File: src/hdl/pdre_pkg.sv
// ----------------------------------------------------------------------------
// pdre_pkg
// types, codes and default sizes of the page delta record encoder
// ----------------------------------------------------------------------------
`timescale 1ns / 1ps

package pdre_pkg;

   localparam int PAGE_BYTES_DEF  = 4096;
   localparam int GAP_LIMIT_DEF   = 16;
   localparam int NUM_SPANS_DEF   = 3;
   localparam int OFFSET_BITS_DEF = 32;

   localparam int OUT_OFF_BITS   = 40;
   localparam int WORD_BITS      = 64;
   localparam int SPAN_BITS      = 32;
   localparam int REC_BITS       = 32;
   localparam int PAY_BITS       = 33;
   localparam int CSR_INDEX_BITS = 3;
   localparam int FILL_BITS      = 3;
   localparam int WORD_BYTES     = 8;
   localparam int HDR_BYTES      = 16;

   localparam logic [1:0] KIND_ADDR = 2'd0;
   localparam logic [1:0] KIND_LEN  = 2'd1;
   localparam logic [1:0] KIND_DATA = 2'd2;
   localparam logic [1:0] KIND_DONE = 2'd3;

   localparam logic [CSR_INDEX_BITS-1:0] REG_BASE_ADDRESS = 3'd0;
   localparam logic [CSR_INDEX_BITS-1:0] REG_SPAN_COUNT   = 3'd1;
   localparam logic [CSR_INDEX_BITS-1:0] REG_SPAN0_START  = 3'd2;

   typedef struct packed {
      logic [7:0] cur_byte;
      logic [7:0] prev_byte;
      logic       final_byte;
   } req_type;

   typedef struct packed {
      logic [OUT_OFF_BITS-1:0] out_offset;
      logic [WORD_BITS-1:0]    out_word;
      logic [1:0]              word_kind;
      logic [REC_BITS-1:0]     record_total;
      logic [PAY_BITS-1:0]     payload_total;
      logic                    last_of_run;
   } rsp_type;

endpackage

File: src/hdl/pdre_gap_mem.sv
// ----------------------------------------------------------------------------
// pdre_gap_mem
// held gap byte store, one write and one registered read port
// ----------------------------------------------------------------------------
`timescale 1ns / 1ps

module pdre_gap_mem #(
   parameter int DEPTH = pdre_pkg::GAP_LIMIT_DEF,
   parameter int AW    = 4
) (
   input  logic          clock,
   input  logic          wr_en,
   input  logic [AW-1:0] wr_addr,
   input  logic [7:0]    wr_data,
   input  logic [AW-1:0] rd_addr,
   output logic [7:0]    rd_data
);

   logic [7:0] gap_mem_ff [DEPTH];
   logic [7:0] rd_data_ff;

   always_ff @(posedge clock) begin
      if (wr_en) begin
         gap_mem_ff[wr_addr] <= wr_data;
      end
      rd_data_ff <= gap_mem_ff[rd_addr];
   end

   assign rd_data = rd_data_ff;

endmodule

File: src/hdl/pdre_span_chk.sv
// ----------------------------------------------------------------------------
// pdre_span_chk
// tells whether one of the enabled safe spans covers a gap
// ----------------------------------------------------------------------------
`timescale 1ns / 1ps

module pdre_span_chk #(
   parameter int NUM_SPANS   = pdre_pkg::NUM_SPANS_DEF,
   parameter int OFFSET_BITS = pdre_pkg::OFFSET_BITS_DEF
) (
   input  logic [1:0]                                  span_count,
   input  logic [NUM_SPANS-1:0][pdre_pkg::SPAN_BITS-1:0] span_lo,
   input  logic [NUM_SPANS-1:0][pdre_pkg::SPAN_BITS-1:0] span_hi,
   input  logic [OFFSET_BITS-1:0]                      gap_lo,
   input  logic [OFFSET_BITS-1:0]                      gap_hi,
   output logic                                        safe
);

   localparam int CW = (OFFSET_BITS > pdre_pkg::SPAN_BITS) ? OFFSET_BITS : pdre_pkg::SPAN_BITS;

   always_comb begin
      safe = 1'b0;
      for (int i = 0; i < NUM_SPANS; i++) begin
         if ((i < int'(span_count)) && (CW'(span_lo[i]) <= CW'(gap_lo))
             && (CW'(gap_hi) <= CW'(span_hi[i]))) begin
            safe = 1'b1;
         end
      end
   end

endmodule

File: src/hdl/page_delta_record_encoder.sv
// ----------------------------------------------------------------------------
// page_delta_record_encoder
// turns runs of differing bytes into address/length/data records per page
// ----------------------------------------------------------------------------
//  channel | ports                    | moves
//  req     | req_valid/ready/data     | one byte pair item
//  rsp     | rsp_valid/ready/data     | one output word with its offset
//  csr     | csr_write_en/index/wdata | register write, no wait
//
//  an item with no close and no merge ends with its entry step, items follow back to back while rsp is not stalled
//  a closing item passes its entry step, then a step for each close and done word;
//  a merged gap is read back through the single gap store read, one held byte per merge step
//  synchronous reset clears the stream state and registers
//  a stalled rsp holds the sequencer; a new item enters as the last step ends
// ----------------------------------------------------------------------------
`timescale 1ns / 1ps

module page_delta_record_encoder #(
   parameter int PAGE_BYTES  = pdre_pkg::PAGE_BYTES_DEF,
   parameter int GAP_LIMIT   = pdre_pkg::GAP_LIMIT_DEF,
   parameter int NUM_SPANS   = pdre_pkg::NUM_SPANS_DEF,
   parameter int OFFSET_BITS = pdre_pkg::OFFSET_BITS_DEF
) (
   input  logic                                  clock,
   input  logic                                  reset,
   input  logic                                  req_valid,
   output logic                                  req_ready,
   input  pdre_pkg::req_type                     req_data,
   output logic                                  rsp_valid,
   input  logic                                  rsp_ready,
   output pdre_pkg::rsp_type                     rsp_data,
   input  logic                                  csr_write_en,
   input  logic [pdre_pkg::CSR_INDEX_BITS-1:0]   csr_index,
   input  logic [pdre_pkg::WORD_BITS-1:0]        csr_wdata
);

   localparam int PAGE_LOG = $clog2(PAGE_BYTES);
   localparam int LEN_BITS = PAGE_LOG + 1;
   localparam int GAP_AW   = (GAP_LIMIT > 1) ? $clog2(GAP_LIMIT) : 1;
   localparam int GCW      = $clog2(GAP_LIMIT + 1);
   localparam int OB       = OFFSET_BITS;
   localparam int OWB      = pdre_pkg::OUT_OFF_BITS;
   localparam int WB       = pdre_pkg::WORD_BITS;
   localparam int FB       = pdre_pkg::FILL_BITS;

   localparam logic [2:0] ST_IDLE    = 3'd0;
   localparam logic [2:0] ST_ENTRY   = 3'd1;
   localparam logic [2:0] ST_MERGE   = 3'd2;
   localparam logic [2:0] ST_CLOSE_D = 3'd3;
   localparam logic [2:0] ST_CLOSE_A = 3'd4;
   localparam logic [2:0] ST_CLOSE_L = 3'd5;
   localparam logic [2:0] ST_DONE    = 3'd6;

   localparam logic [FB-1:0] FILL_TOP = FB'(pdre_pkg::WORD_BYTES - 1);
   localparam logic [FB-1:0] FILL_SUB = FB'(pdre_pkg::WORD_BYTES - 2);

   // configuration
   logic [WB-1:0]                                  base_addr_ff, base_addr_in;
   logic [1:0]                                     span_cnt_ff, span_cnt_in;
   logic [NUM_SPANS-1:0][pdre_pkg::SPAN_BITS-1:0]  span_lo_ff, span_lo_in;
   logic [NUM_SPANS-1:0][pdre_pkg::SPAN_BITS-1:0]  span_hi_ff, span_hi_in;

   // sequencer and item
   logic [2:0]        state_ff, state_in;
   logic [7:0]        cur_ff, cur_in;
   logic              diff_ff, diff_in;
   logic              fin_ff, fin_in;
   logic              reopen_ff, reopen_in;
   logic [GAP_AW-1:0] gi_ff, gi_in;

   // stream state
   logic [OB-1:0]                    byte_off_ff, byte_off_in;
   logic                             run_open_ff, run_open_in;
   logic [OB-1:0]                    run_start_ff, run_start_in;
   logic [LEN_BITS-1:0]              run_len_ff, run_len_in;
   logic [OWB-1:0]                   rec_base_ff, rec_base_in;
   logic [OWB-1:0]                   wr_off_ff, wr_off_in;
   logic [WB-1:0]                    asm_ff, asm_in;
   logic [FB-1:0]                    fill_ff, fill_in;
   logic [GCW-1:0]                   gap_cnt_ff, gap_cnt_in;
   logic [pdre_pkg::REC_BITS-1:0]    rec_cnt_ff, rec_cnt_in;
   logic [pdre_pkg::PAY_BITS-1:0]    pay_cnt_ff, pay_cnt_in;

   // output register
   logic              rsp_valid_ff, rsp_valid_in;
   pdre_pkg::rsp_type rsp_ff, rsp_nx;

   logic              go, emit, accept, page_end, close_req, safe, merge_final;
   logic [2:0]        step_nx;
   logic [GCW-1:0]    rem;
   logic [WB-1:0]     a1;
   logic              mem_we;
   logic [GAP_AW-1:0] mem_ra;
   logic [7:0]        mem_rd;
   logic [OB-1:0]     gap_lo;

   function automatic logic [WB-1:0] put_byte(input logic [WB-1:0] w, input logic [FB-1:0] pos,
                                              input logic [7:0] b);
      put_byte = w | (WB'(b) << {pos, 3'b000});
   endfunction

   function automatic logic [2:0] tail_state(input logic open_after, input logic fill_nz,
                                             input logic creq, input logic fin);
      if (open_after && creq) begin
         tail_state = fill_nz ? ST_CLOSE_D : ST_CLOSE_A;
      end else if (fin) begin
         tail_state = ST_DONE;
      end else begin
         tail_state = ST_IDLE;
      end
   endfunction

   assign gap_lo = byte_off_ff - OB'(gap_cnt_ff);

   pdre_span_chk #(
      .NUM_SPANS  (NUM_SPANS),
      .OFFSET_BITS(OB)
   ) u_span_chk (
      .span_count(span_cnt_ff),
      .span_lo   (span_lo_ff),
      .span_hi   (span_hi_ff),
      .gap_lo    (gap_lo),
      .gap_hi    (byte_off_ff),
      .safe      (safe)
   );

   pdre_gap_mem #(
      .DEPTH(GAP_LIMIT),
      .AW   (GAP_AW)
   ) u_gap_mem (
      .clock  (clock),
      .wr_en  (mem_we),
      .wr_addr(gap_cnt_ff[GAP_AW-1:0]),
      .wr_data(cur_ff),
      .rd_addr(mem_ra),
      .rd_data(mem_rd)
   );

   assign go          = (state_ff != ST_IDLE) && (!rsp_valid_ff || rsp_ready);
   assign page_end    = &byte_off_ff[PAGE_LOG-1:0];
   assign close_req   = fin_ff || page_end;
   assign merge_final = ((GCW'(gi_ff) + GCW'(1)) == gap_cnt_ff);
   assign rem         = gap_cnt_ff - GCW'(gi_ff);
   assign a1          = put_byte(asm_ff, fill_ff, mem_rd);
   assign mem_ra      = (state_ff == ST_MERGE && go) ? (gi_ff + GAP_AW'(1)) :
                        (state_ff == ST_MERGE) ? gi_ff : '0;

   always_comb begin
      base_addr_in = base_addr_ff;
      span_cnt_in  = span_cnt_ff;
      span_lo_in   = span_lo_ff;
      span_hi_in   = span_hi_ff;
      if (csr_write_en) begin
         if (csr_index == pdre_pkg::REG_BASE_ADDRESS) begin
            base_addr_in = csr_wdata;
         end
         if (csr_index == pdre_pkg::REG_SPAN_COUNT) begin
            span_cnt_in = csr_wdata[1:0];
         end
         for (int k = 0; k < NUM_SPANS; k++) begin
            if (csr_index == (pdre_pkg::REG_SPAN0_START + 3'(2 * k))) begin
               span_lo_in[k] = csr_wdata[pdre_pkg::SPAN_BITS-1:0];
            end
            if (csr_index == (pdre_pkg::REG_SPAN0_START + 3'(2 * k + 1))) begin
               span_hi_in[k] = csr_wdata[pdre_pkg::SPAN_BITS-1:0];
            end
         end
      end
   end

   always_comb begin
      step_nx      = state_ff;
      reopen_in    = reopen_ff;
      gi_in        = gi_ff;
      byte_off_in  = byte_off_ff;
      run_open_in  = run_open_ff;
      run_start_in = run_start_ff;
      run_len_in   = run_len_ff;
      rec_base_in  = rec_base_ff;
      wr_off_in    = wr_off_ff;
      asm_in       = asm_ff;
      fill_in      = fill_ff;
      gap_cnt_in   = gap_cnt_ff;
      rec_cnt_in   = rec_cnt_ff;
      pay_cnt_in   = pay_cnt_ff;
      mem_we       = 1'b0;
      emit         = 1'b0;
      rsp_nx       = '0;

      if (go) begin
         unique case (state_ff)
            ST_ENTRY: begin
               if (diff_ff) begin
                  if (run_open_ff && gap_cnt_ff != '0) begin
                     if (safe) begin
                        gi_in   = '0;
                        step_nx = ST_MERGE;
                     end else begin
                        reopen_in = 1'b1;
                        step_nx   = (fill_ff != '0) ? ST_CLOSE_D : ST_CLOSE_A;
                     end
                  end else if (!run_open_ff) begin
                     run_open_in  = 1'b1;
                     run_start_in = byte_off_ff;
                     run_len_in   = LEN_BITS'(1);
                     gap_cnt_in   = '0;
                     asm_in       = WB'(cur_ff);
                     fill_in      = FB'(1);
                     rec_base_in  = wr_off_ff;
                     wr_off_in    = wr_off_ff + OWB'(pdre_pkg::HDR_BYTES);
                     step_nx      = tail_state(1'b1, 1'b1, close_req, fin_ff);
                  end else begin
                     run_len_in = run_len_ff + LEN_BITS'(1);
                     if (fill_ff == FILL_TOP) begin
                        emit              = 1'b1;
                        rsp_nx.out_offset = wr_off_ff;
                        rsp_nx.out_word   = put_byte(asm_ff, fill_ff, cur_ff);
                        rsp_nx.word_kind  = pdre_pkg::KIND_DATA;
                        wr_off_in         = wr_off_ff + OWB'(pdre_pkg::WORD_BYTES);
                        asm_in            = '0;
                        fill_in           = '0;
                     end else begin
                        asm_in  = put_byte(asm_ff, fill_ff, cur_ff);
                        fill_in = fill_ff + FB'(1);
                     end
                     step_nx = tail_state(1'b1, fill_in != '0, close_req, fin_ff);
                  end
               end else if (run_open_ff && int'(gap_cnt_ff) < GAP_LIMIT) begin
                  mem_we     = 1'b1;
                  gap_cnt_in = gap_cnt_ff + GCW'(1);
                  step_nx    = tail_state(1'b1, fill_ff != '0, close_req, fin_ff);
               end else if (run_open_ff) begin
                  reopen_in = 1'b0;
                  step_nx   = (fill_ff != '0) ? ST_CLOSE_D : ST_CLOSE_A;
               end else begin
                  step_nx = tail_state(1'b0, 1'b0, close_req, fin_ff);
               end
            end
            ST_MERGE: begin
               gi_in = gi_ff + GAP_AW'(1);
               if (!merge_final) begin
                  run_len_in = run_len_ff + LEN_BITS'(1);
                  if (fill_ff == FILL_TOP) begin
                     emit              = 1'b1;
                     rsp_nx.out_offset = wr_off_ff;
                     rsp_nx.out_word   = a1;
                     rsp_nx.word_kind  = pdre_pkg::KIND_DATA;
                     rsp_nx.last_of_run = (int'(rem) < pdre_pkg::WORD_BYTES) && !close_req;
                     wr_off_in         = wr_off_ff + OWB'(pdre_pkg::WORD_BYTES);
                     asm_in            = '0;
                     fill_in           = '0;
                  end else begin
                     asm_in  = a1;
                     fill_in = fill_ff + FB'(1);
                  end
                  step_nx = ST_MERGE;
               end else begin
                  run_len_in = run_len_ff + LEN_BITS'(2);
                  gap_cnt_in = '0;
                  if (fill_ff == FILL_TOP) begin
                     emit              = 1'b1;
                     rsp_nx.out_offset = wr_off_ff;
                     rsp_nx.out_word   = a1;
                     rsp_nx.word_kind  = pdre_pkg::KIND_DATA;
                     wr_off_in         = wr_off_ff + OWB'(pdre_pkg::WORD_BYTES);
                     asm_in            = WB'(cur_ff);
                     fill_in           = FB'(1);
                  end else if (fill_ff == FILL_SUB) begin
                     emit              = 1'b1;
                     rsp_nx.out_offset = wr_off_ff;
                     rsp_nx.out_word   = put_byte(a1, FILL_TOP, cur_ff);
                     rsp_nx.word_kind  = pdre_pkg::KIND_DATA;
                     wr_off_in         = wr_off_ff + OWB'(pdre_pkg::WORD_BYTES);
                     asm_in            = '0;
                     fill_in           = '0;
                  end else begin
                     asm_in  = put_byte(a1, fill_ff + FB'(1), cur_ff);
                     fill_in = fill_ff + FB'(2);
                  end
                  step_nx = tail_state(1'b1, fill_in != '0, close_req, fin_ff);
                  rsp_nx.last_of_run = (step_nx == ST_IDLE);
               end
            end
            ST_CLOSE_D: begin
               emit              = 1'b1;
               rsp_nx.out_offset = wr_off_ff;
               rsp_nx.out_word   = asm_ff;
               rsp_nx.word_kind  = pdre_pkg::KIND_DATA;
               wr_off_in         = wr_off_ff + OWB'(pdre_pkg::WORD_BYTES);
               step_nx           = ST_CLOSE_A;
            end
            ST_CLOSE_A: begin
               emit              = 1'b1;
               rsp_nx.out_offset = rec_base_ff;
               rsp_nx.out_word   = base_addr_ff + WB'(run_start_ff);
               rsp_nx.word_kind  = pdre_pkg::KIND_ADDR;
               step_nx           = ST_CLOSE_L;
            end
            ST_CLOSE_L: begin
               emit              = 1'b1;
               rsp_nx.out_offset = rec_base_ff + OWB'(pdre_pkg::WORD_BYTES);
               rsp_nx.out_word   = WB'(run_len_ff);
               rsp_nx.word_kind  = pdre_pkg::KIND_LEN;
               rec_cnt_in        = rec_cnt_ff + pdre_pkg::REC_BITS'(1);
               pay_cnt_in        = pay_cnt_ff + pdre_pkg::PAY_BITS'(run_len_ff);
               gap_cnt_in        = '0;
               reopen_in         = 1'b0;
               if (reopen_ff) begin
                  run_open_in  = 1'b1;
                  run_start_in = byte_off_ff;
                  run_len_in   = LEN_BITS'(1);
                  asm_in       = WB'(cur_ff);
                  fill_in      = FB'(1);
                  rec_base_in  = wr_off_ff;
                  wr_off_in    = wr_off_ff + OWB'(pdre_pkg::HDR_BYTES);
               end else begin
                  run_open_in = 1'b0;
                  run_len_in  = '0;
                  asm_in      = '0;
                  fill_in     = '0;
               end
               step_nx = tail_state(reopen_ff, 1'b1, close_req, fin_ff);
            end
            ST_DONE: begin
               emit                 = 1'b1;
               rsp_nx.out_offset    = wr_off_ff;
               rsp_nx.out_word      = WB'(wr_off_ff);
               rsp_nx.word_kind     = pdre_pkg::KIND_DONE;
               rsp_nx.record_total  = rec_cnt_ff;
               rsp_nx.payload_total = pay_cnt_ff;
               byte_off_in  = '0;
               run_open_in  = 1'b0;
               run_start_in = '0;
               run_len_in   = '0;
               rec_base_in  = '0;
               wr_off_in    = '0;
               asm_in       = '0;
               fill_in      = '0;
               gap_cnt_in   = '0;
               rec_cnt_in   = '0;
               pay_cnt_in   = '0;
               step_nx      = ST_IDLE;
            end
            default: begin
               step_nx = ST_IDLE;
            end
         endcase

         if (state_ff != ST_MERGE) begin
            rsp_nx.last_of_run = (step_nx == ST_IDLE);
         end
         if (step_nx == ST_IDLE && !fin_ff) begin
            byte_off_in = byte_off_ff + OB'(1);
         end
      end
   end

   assign req_ready = (state_ff == ST_IDLE) || (go && step_nx == ST_IDLE);
   assign accept    = req_valid && req_ready;

   always_comb begin
      state_in = go ? step_nx : state_ff;
      cur_in   = cur_ff;
      diff_in  = diff_ff;
      fin_in   = fin_ff;
      if (accept) begin
         state_in = ST_ENTRY;
         cur_in   = req_data.cur_byte;
         diff_in  = (req_data.cur_byte != req_data.prev_byte);
         fin_in   = req_data.final_byte;
      end
      if (go && emit) begin
         rsp_valid_in = 1'b1;
      end else if (rsp_ready) begin
         rsp_valid_in = 1'b0;
      end else begin
         rsp_valid_in = rsp_valid_ff;
      end
   end

   always_ff @(posedge clock) begin
      if (reset) begin
         state_ff     <= ST_IDLE;
         reopen_ff    <= 1'b0;
         rsp_valid_ff <= 1'b0;
         base_addr_ff <= '0;
         span_cnt_ff  <= '0;
         span_lo_ff   <= '0;
         span_hi_ff   <= '0;
         byte_off_ff  <= '0;
         run_open_ff  <= 1'b0;
         run_start_ff <= '0;
         run_len_ff   <= '0;
         rec_base_ff  <= '0;
         wr_off_ff    <= '0;
         asm_ff       <= '0;
         fill_ff      <= '0;
         gap_cnt_ff   <= '0;
         rec_cnt_ff   <= '0;
         pay_cnt_ff   <= '0;
      end else begin
         state_ff     <= state_in;
         reopen_ff    <= reopen_in;
         rsp_valid_ff <= rsp_valid_in;
         base_addr_ff <= base_addr_in;
         span_cnt_ff  <= span_cnt_in;
         span_lo_ff   <= span_lo_in;
         span_hi_ff   <= span_hi_in;
         byte_off_ff  <= byte_off_in;
         run_open_ff  <= run_open_in;
         run_start_ff <= run_start_in;
         run_len_ff   <= run_len_in;
         rec_base_ff  <= rec_base_in;
         wr_off_ff    <= wr_off_in;
         asm_ff       <= asm_in;
         fill_ff      <= fill_in;
         gap_cnt_ff   <= gap_cnt_in;
         rec_cnt_ff   <= rec_cnt_in;
         pay_cnt_ff   <= pay_cnt_in;
      end
   end

   // item context and result word
   always_ff @(posedge clock) begin
      cur_ff    <= cur_in;
      diff_ff   <= diff_in;
      fin_ff    <= fin_in;
      gi_ff     <= gi_in;
      if (go && emit) begin
         rsp_ff <= rsp_nx;
      end
   end

   assign rsp_valid = rsp_valid_ff;
   assign rsp_data  = rsp_ff;

endmodule

File: config.mk
export PLATFORM = sky130hd
export DESIGN_NAME = page_delta_record_encoder
export DESIGN_NICKNAME = d
export VERILOG_FILES = /design/src/hdl/pdre_pkg.sv /design/src/hdl/pdre_gap_mem.sv /design/src/hdl/pdre_span_chk.sv /design/src/hdl/page_delta_record_encoder.sv
export SDC_FILE = /design/constraint.sdc
export NUM_CORES = 2
export LEC_CHECK = 0
export ABC_AREA = 1
export BUFFER_PORTS_ARGS = -buffer_cell sky130_fd_sc_hd__buf_2
export CAP_MARGIN = 20
export CORE_MARGIN = 4
export CORE_UTILIZATION = 45
export CTS_CLUSTER_DIAMETER = 200
export DETAILED_ROUTE_END_ITERATION = 10
export SLEW_MARGIN = 10
export SYNTH_ARGS = -nofsm -noshare
export SYNTH_HDL_FRONTEND = slang
export SYNTH_SLANG_ARGS = --single-unit
export TNS_END_PERCENT = 50
File: constraint.sdc
create_clock -name clock -period 6.2 [get_ports clock]
set_input_delay 1.24 -clock clock [delete_from_list [all_inputs] [get_ports clock]]
set_output_delay 1.24 -clock clock [all_outputs]
set_load 0.02 [all_outputs]
# After elaboration in Yosys (flattened, before gate mapping)
# Memory sizes are Yosys's and may differ from the RTL's. A register that Yosys moved wholly into a read port is not among the register bits.
# Index checks and enable logic that the tools add are counted.
# word_totals
regBits	744
ram_bits	128
in_bits	89
out_inout_bits	174
wordCells	300
mem_count	1
# classes
addsub	16
order_cmp	11
eq_ne	33
shift	3
n_mux	135
bitwise_logic	4
reduce_logical	64
# memory_table
name	depth	width	read_ports	rd_clocked_by_memory_dff	wr	line	source
u_gap_mem.gap_mem_ff	16	8	1	1	1	pdre_gap_mem.sv:19	logic [7:0] gap_mem_ff [DEPTH];
# op_table
cell	count
106-bit two-way mux	8
106-bit one-hot mux with 6 select lines	1
64-bit two-way mux	8
40-bit two-way mux	12
64-bit bitwise OR	4
64-bit one-hot mux with 4 select lines	1
40-bit one-hot mux with 5 select lines	1
32-bit less-or-equal comparator	6
32-bit two-way mux	6
8-bit by 6-bit << shifter with 64-bit output	3
40-bit one-hot mux with 3 select lines	1
3-bit two-way mux	36
32-bit one-hot mux with 3 select lines	1
40-bit by 4-bit adder with 40-bit output, second input constant	2
33-bit one-hot mux with 2 select lines	1
32-bit by 1-bit adder with 32-bit output, second input constant	2
64-bit by 32-bit adder with 64-bit output	1
32-bit one-hot mux with 2 select lines	1
13-bit two-way mux	4
13-bit one-hot mux with 4 select lines	1
40-bit by 5-bit adder with 40-bit output, second input constant	1
1-bit two-way mux	35
33-bit by 13-bit adder with 33-bit output	1
32-bit by 5-bit subtractor with 32-bit output	1
other kinds (45)	128

# Depth between registers and ports, before layout
# logic_depth
ltp_word	21
depth_mapped	37
ltp_nobuf	37

# Modules after synthesis
# From an unflattened synthesis, not the netlist that was laid out.
# hier_totals
hier_cells	7547
area_unflattened_um2	53669.0
# modules_own_cells
mod	n_inst	cells_each	area_per_inst_um2	seq_area_each_um2
page_delta_record_encoder	1	6231	42957.4	16595.9
pdre_gap_mem	1	551	5773.0	4003.8
pdre_span_chk	1	765	4938.5	0.0

# Least setup slack after synthesis
# OpenSTA, ideal clock, no wires.
# synth_timing
kind	input -> register
from	input port rsp_ready
to	register rsp_ff, in the netlist rsp_data[0], enable pin
setup_time_ps	523
t_arrival_ps	5678
t_required_ps	5677
setup_slack_ps	-1
path_stages	10
n_path_buf	2
path_cell_list	nor2_1 -> inv_1 -> nand2_1 -> clkbuf_1 -> inv_1 -> clkbuf_1 -> nand2_1 -> nor2_1 -> nor2_1 -> inv_1
# synth_via
elab_chain_cells	4
# synth_lines
item	line	source
start: declaration	page_delta_record_encoder.sv:30	input logic rsp_ready,
1-bit logical OR (*)	page_delta_record_encoder.sv:139	assign go = (state_ff != ST_IDLE) && (!rsp_valid_ff || rsp_ready);
1-bit logical AND (*)	page_delta_record_encoder.sv:139	
1-bit two-way mux	page_delta_record_encoder.sv:190	if (go) begin
1-bit logical AND (*)	page_delta_record_encoder.sv:429	if (go && emit) begin
end signal: assignment	page_delta_record_encoder.sv:430	rsp_ff <= rsp_nx;
end: declaration	page_delta_record_encoder.sv:86	pdre_pkg::rsp_type rsp_ff, rsp_nx;
# Mark *: on every way between the ends. The rest lies on a longest branch, timed or not.
# A chain may end at the register's enable or synchronous reset.

# Worst setup path in the final report
# layout_timing
from	register gap_cnt_ff[2]
to	output port req_ready
# layout_via
elab_chain_cells	16
word_cells_on_any_way	29
classes_between	add/sub (1); order compare (4); eq/ne (1); mux (11); reduce/logical (12)
# layout_lines
item	line	source
start: declaration	page_delta_record_encoder.sv:80	logic [GCW-1:0] gap_cnt_ff, gap_cnt_in;
start signal: assignment	page_delta_record_encoder.sv:417	gap_cnt_ff <= gap_cnt_in;
32-bit by 5-bit subtractor with 32-bit output	page_delta_record_encoder.sv:113	assign gap_lo = byte_off_ff - OB'(gap_cnt_ff);
32-bit less-or-equal comparator	pdre_span_chk.sv:24	if ((i < int'(span_count)) && (CW'(span_lo[i]) <= CW'(gap_lo))
1-bit logical AND	pdre_span_chk.sv:24	
1-bit logical AND	pdre_span_chk.sv:25	&& (CW'(gap_hi) <= CW'(span_hi[i]))) begin
1-bit two-way mux (3 in a row)	pdre_span_chk.sv:24	
3-bit two-way mux	page_delta_record_encoder.sv:195	if (safe) begin
3-bit two-way mux	page_delta_record_encoder.sv:194	if (run_open_ff && gap_cnt_ff != '0) begin
3-bit two-way mux	page_delta_record_encoder.sv:193	if (diff_ff) begin
3-bit one-hot mux with 5 select lines (*)	page_delta_record_encoder.sv:191	unique case (state_ff)
3-bit two-way mux (*) (2 in a row)	page_delta_record_encoder.sv:190	
3-bit zero test (*)	page_delta_record_encoder.sv:358	assign req_ready = (state_ff == ST_IDLE) || (go && step_nx == ST_IDLE);
1-bit logical AND (*)	page_delta_record_encoder.sv:358	
1-bit logical OR (*)	page_delta_record_encoder.sv:358	
end: declaration	page_delta_record_encoder.sv:27	output logic req_ready,
# Mark *: on every way between the ends. The rest lies on a longest branch, timed or not. The select of a mux whose other input is x is not followed.

==> run_results.csv <==
group,metric,value,unit
critical_path,max_stage_delay,360,ps
floorplanning,die-area,0.1179,mm²
pwr,ir_worst_vdd,0.2161,mV
clock_tree,numCtsBuffers,98,
clock_tree,cts_tree,"done",
drt,drc_errors,0,
layout,final_nets,7212,
logic_synthesis,synth_nets,7051,
layout,final_cells,8431,
sta,setup_viol,1,
critical_path,worstSetupPathType,"reg -> out",
logic_synthesis,synth_area_leaders,"dfxtp_1 (22%), edfxtp_1 (19%), a21oi_1 (7.1%), nand2_1 (7.1%), o21ai_0 (6.7%)",
floorplanning,fp.dieW,343.4,µm
drt,via_per_inst,5.919,
drt,dr.pass1.iters,10,
sta,slew_viol_final,0,
drt,routed_wl,193900,µm
floorplanning,initial_utilization,0.4556,
logic_synthesis,yosys.cell_types.count,67,
floorplanning,ios,263,
min_path,min_path_cells,2,
sta,tns,-349.9,ps
pwr,total_power,0.01490,W
sta,finClkSkew,26.50,ps
place,placed_cells,8230,
sta,maxSlewHeadroom,0.2463,
status,outcome,"finished with violations",
sta,tightest_slew,1119,ps
layout,drive_gt1_frac,0.1104,
global_route,grt_usage,0.3193,
critical_path,ff2ff_setup_slack,810,ps
critical_path,cp-end-kind,"output pin",
clock_tree,clock_sinks,873,
sta,hold_viol,0,
global_route,grt_pass1_wl,288600,µm
place,portBuffers,262,
floorplanning,rows,122,
sta,fmax,152.7,MHz
logic_synthesis,syn_area_per_cell,7.565,µm²
layout,area_delta_synth_final,13.31,%
clock_tree,cts_buffer_depth,3,
floorplanning,core,0.1111,mm²
place,post_dp_cell_area,0.05374,mm²
logic_synthesis,synth_top_area_cell,"dfxtp_1",
global_route,grt_pass1_vias,46310,
place,hpwl,137700,µm
clock_tree,clkLatencyLatePin,690,ps
status,violations,"setup timing",
critical_path,r2r-end,"byte_off_ff[2]",
pwr,power_per_cell_area,259.7,mW/mm²
critical_path,crit_required,4960,ps
floorplanning,die_h,343.4,µm
pwr,leakagePower,22.30,nW
critical_path,cp_max_fo,3,
flow_run,max-cap-violations,0,
min_path,hold_class,"reg -> reg",
layout,fin_area,0.05737,mm²
sta,finalCritPeriodShare,1.056,
drt,wire_per_inst,23.00,µm
logic_synthesis,synthArstFlopShare,0,
logic_synthesis,synthCells,6693,
logic_synthesis,yosysSeqAreaShare,0.4069,
logic_synthesis,synth_top_area_share,0.2218,
clock_tree,clk_pin_slew_worst_paths,60,ps
logic_synthesis,synth_most_common_cell,"nand2_1",
place,gp_congestion,1.005,
global_route,grt_max_degree,171,
min_path,hold-path-endpoint,"rec_base_ff[2]",
place,dp_slack,-334.0,ps
min_path,hp-start,"rec_base_ff[2]",
clock_tree,clockRootBuffer,"clkbuf_16",
logic_synthesis,synth_flop_cell,"dfxtp_1",
clock_tree,ctsHoldBuffers,0,
drt,vias,49910,
sta,finalCriticalPeriod,6550,ps
drt,antenna_left,0,
logic_synthesis,ys_ff_latch,873,
drt,first_iter_violations,5576,
critical_path,reg2reg_from,"gap_cnt_ff[2]",
global_route,grt_overflow,0,
critical_path,crit_path_frequent_cell,"nand2_2",
sta,fin_ws,-349.9,ps
critical_path,slowest_stage,"ha_1",
logic_synthesis,syn_area,0.05063,mm²
logic_synthesis,ys_top_cells_by_count,"nand2_1 (953), nor2_1 (765), a21oi_1 (719)",
sta,rsz0062_at_grt,"yes",
critical_path,rr_worst_depth,35,
global_route,grt_antenna_before_repair,9,
clock_tree,htreeDepth,3,
critical_path,startpoint_type,"register",
logic_synthesis,yosys_warnings,0,
logic_synthesis,synth-edff-count,312,
critical_path,crit_arrival,5310,ps
registers in the layout, summed over array words and instances, names as in the netlist, 2 cells and up:
register / cells
span_lo_ff: 96
u_gap_mem.rd_data: 8
byte_off_ff: 32
u_gap_mem.gap_mem_ff: 128
rsp_data: 170
rec_cnt_ff: 32
pay_cnt_ff: 33
state_ff: 3
span_cnt_ff: 2
cur_ff: 8
span_hi_ff: 96
run_len_ff: 13
gi_ff: 4
gap_cnt_ff: 5
run_start_ff: 32
wr_off_ff: 37
asm_ff: 64
base_addr_ff: 64
fill_ff: 3
rec_base_ff: 38
metrics by stage:
step	util	hold WS (ps)
6_report	0.5162	448.5
5_1_grt	0.5162	477.3
4_1_cts	0.5152	449.6
2_1_floorplan	-	425.3
3_5_place_dp	0.4836	439.8
3_3_place_gp	0.4836	436.6
placed cells by master (no fill, tap or decap), drive strengths merged, types with 80 or more instances in the layout:
cell type    n
inv        718
nor3       157
xor2       115
nor2       785
nor4        84
a221oi      85
nand3      286
o21ai      706
a31oi       85
ha         266
buf        442
dfxtp      561
nand4       80
nand2      969
clkbuf     126
edfxtp     312
a21oi      727
metal layers:
layer	wire length, µm	up-vias	GRT usage
met5	46	-	0
met4	11270	6	0.1639
met2	84200	2420	0.4934
li1	-	23510	-
met1	80070	23450	0.4230
met3	18300	522	0.06743
what timing repair did:
item	in CTS	in global routing
gates cloned	0	0
gates resized for setup	33	19
pin swaps	33	24
endpoints found under the setup margin	1	2
setup buffers	10	2
worst max path at each step:
stage / slack [ps] / depth (start not counted) / end / start
global placement: -310 / 34 / req_ready / gap_cnt_ff[2]
CTS: -500 / 35 / req_ready / gap_cnt_ff[2]
floorplan: 70 / 30 / req_ready / gap_cnt_ff[2]
finish: -350 / 32 / req_ready / gap_cnt_ff[2]
detailed placement: -330 / 34 / req_ready / gap_cnt_ff[2]
global route: -730 / 32 / req_ready / gap_cnt_ff[2]
worst max-delay path, delay by kind of cell, from the launching register on:
family / cells / cell delay [ps]
simple gates: 22 / 2790
compound gates: 3 / 290
fa+ha+maj: 2 / 590
flops: 1 / 330
buf+inv: 4 / 400
xor+xnor: 1 / 210
cell families (layout without fill, tap and decap cells):
logic type	Yosys count	in the layout	synth area share
other cells	0	5	0
xor+xnor	135	135	0.02335
mux	8	8	0.001582
fa+ha+maj	269	269	0.06692
compound gates	1910	1910	0.2145
simple gates	2384	2384	0.2029
flops	873	873	0.4069
buf+inv	1114	1359	0.08390
area by class of cell:
class | count | area [µm²]
antenna | 5 | 12.51
clock buffer | 126 | 2713
clock inverter | 58 | 598.1
fill | 10970 | 53760
inverter | 733 | 2761
multi-input combinational | 4706 | 26050
sequential | 873 | 20600
tap | 1488 | 1862
timing repair buffer | 442 | 2766
power by group:
part / switching [W] / total [W] / internal, W
Clock: 0.00252 / 0.00601 / 0.00348
Combinational: 0.00175 / 0.00254 / 0.000792
Sequential: 0.000244 / 0.00635 / 0.00611
Total: 0.00452 / 0.0149 / 0.0104
Note: power is estimated with default switching activity, not from simulation.
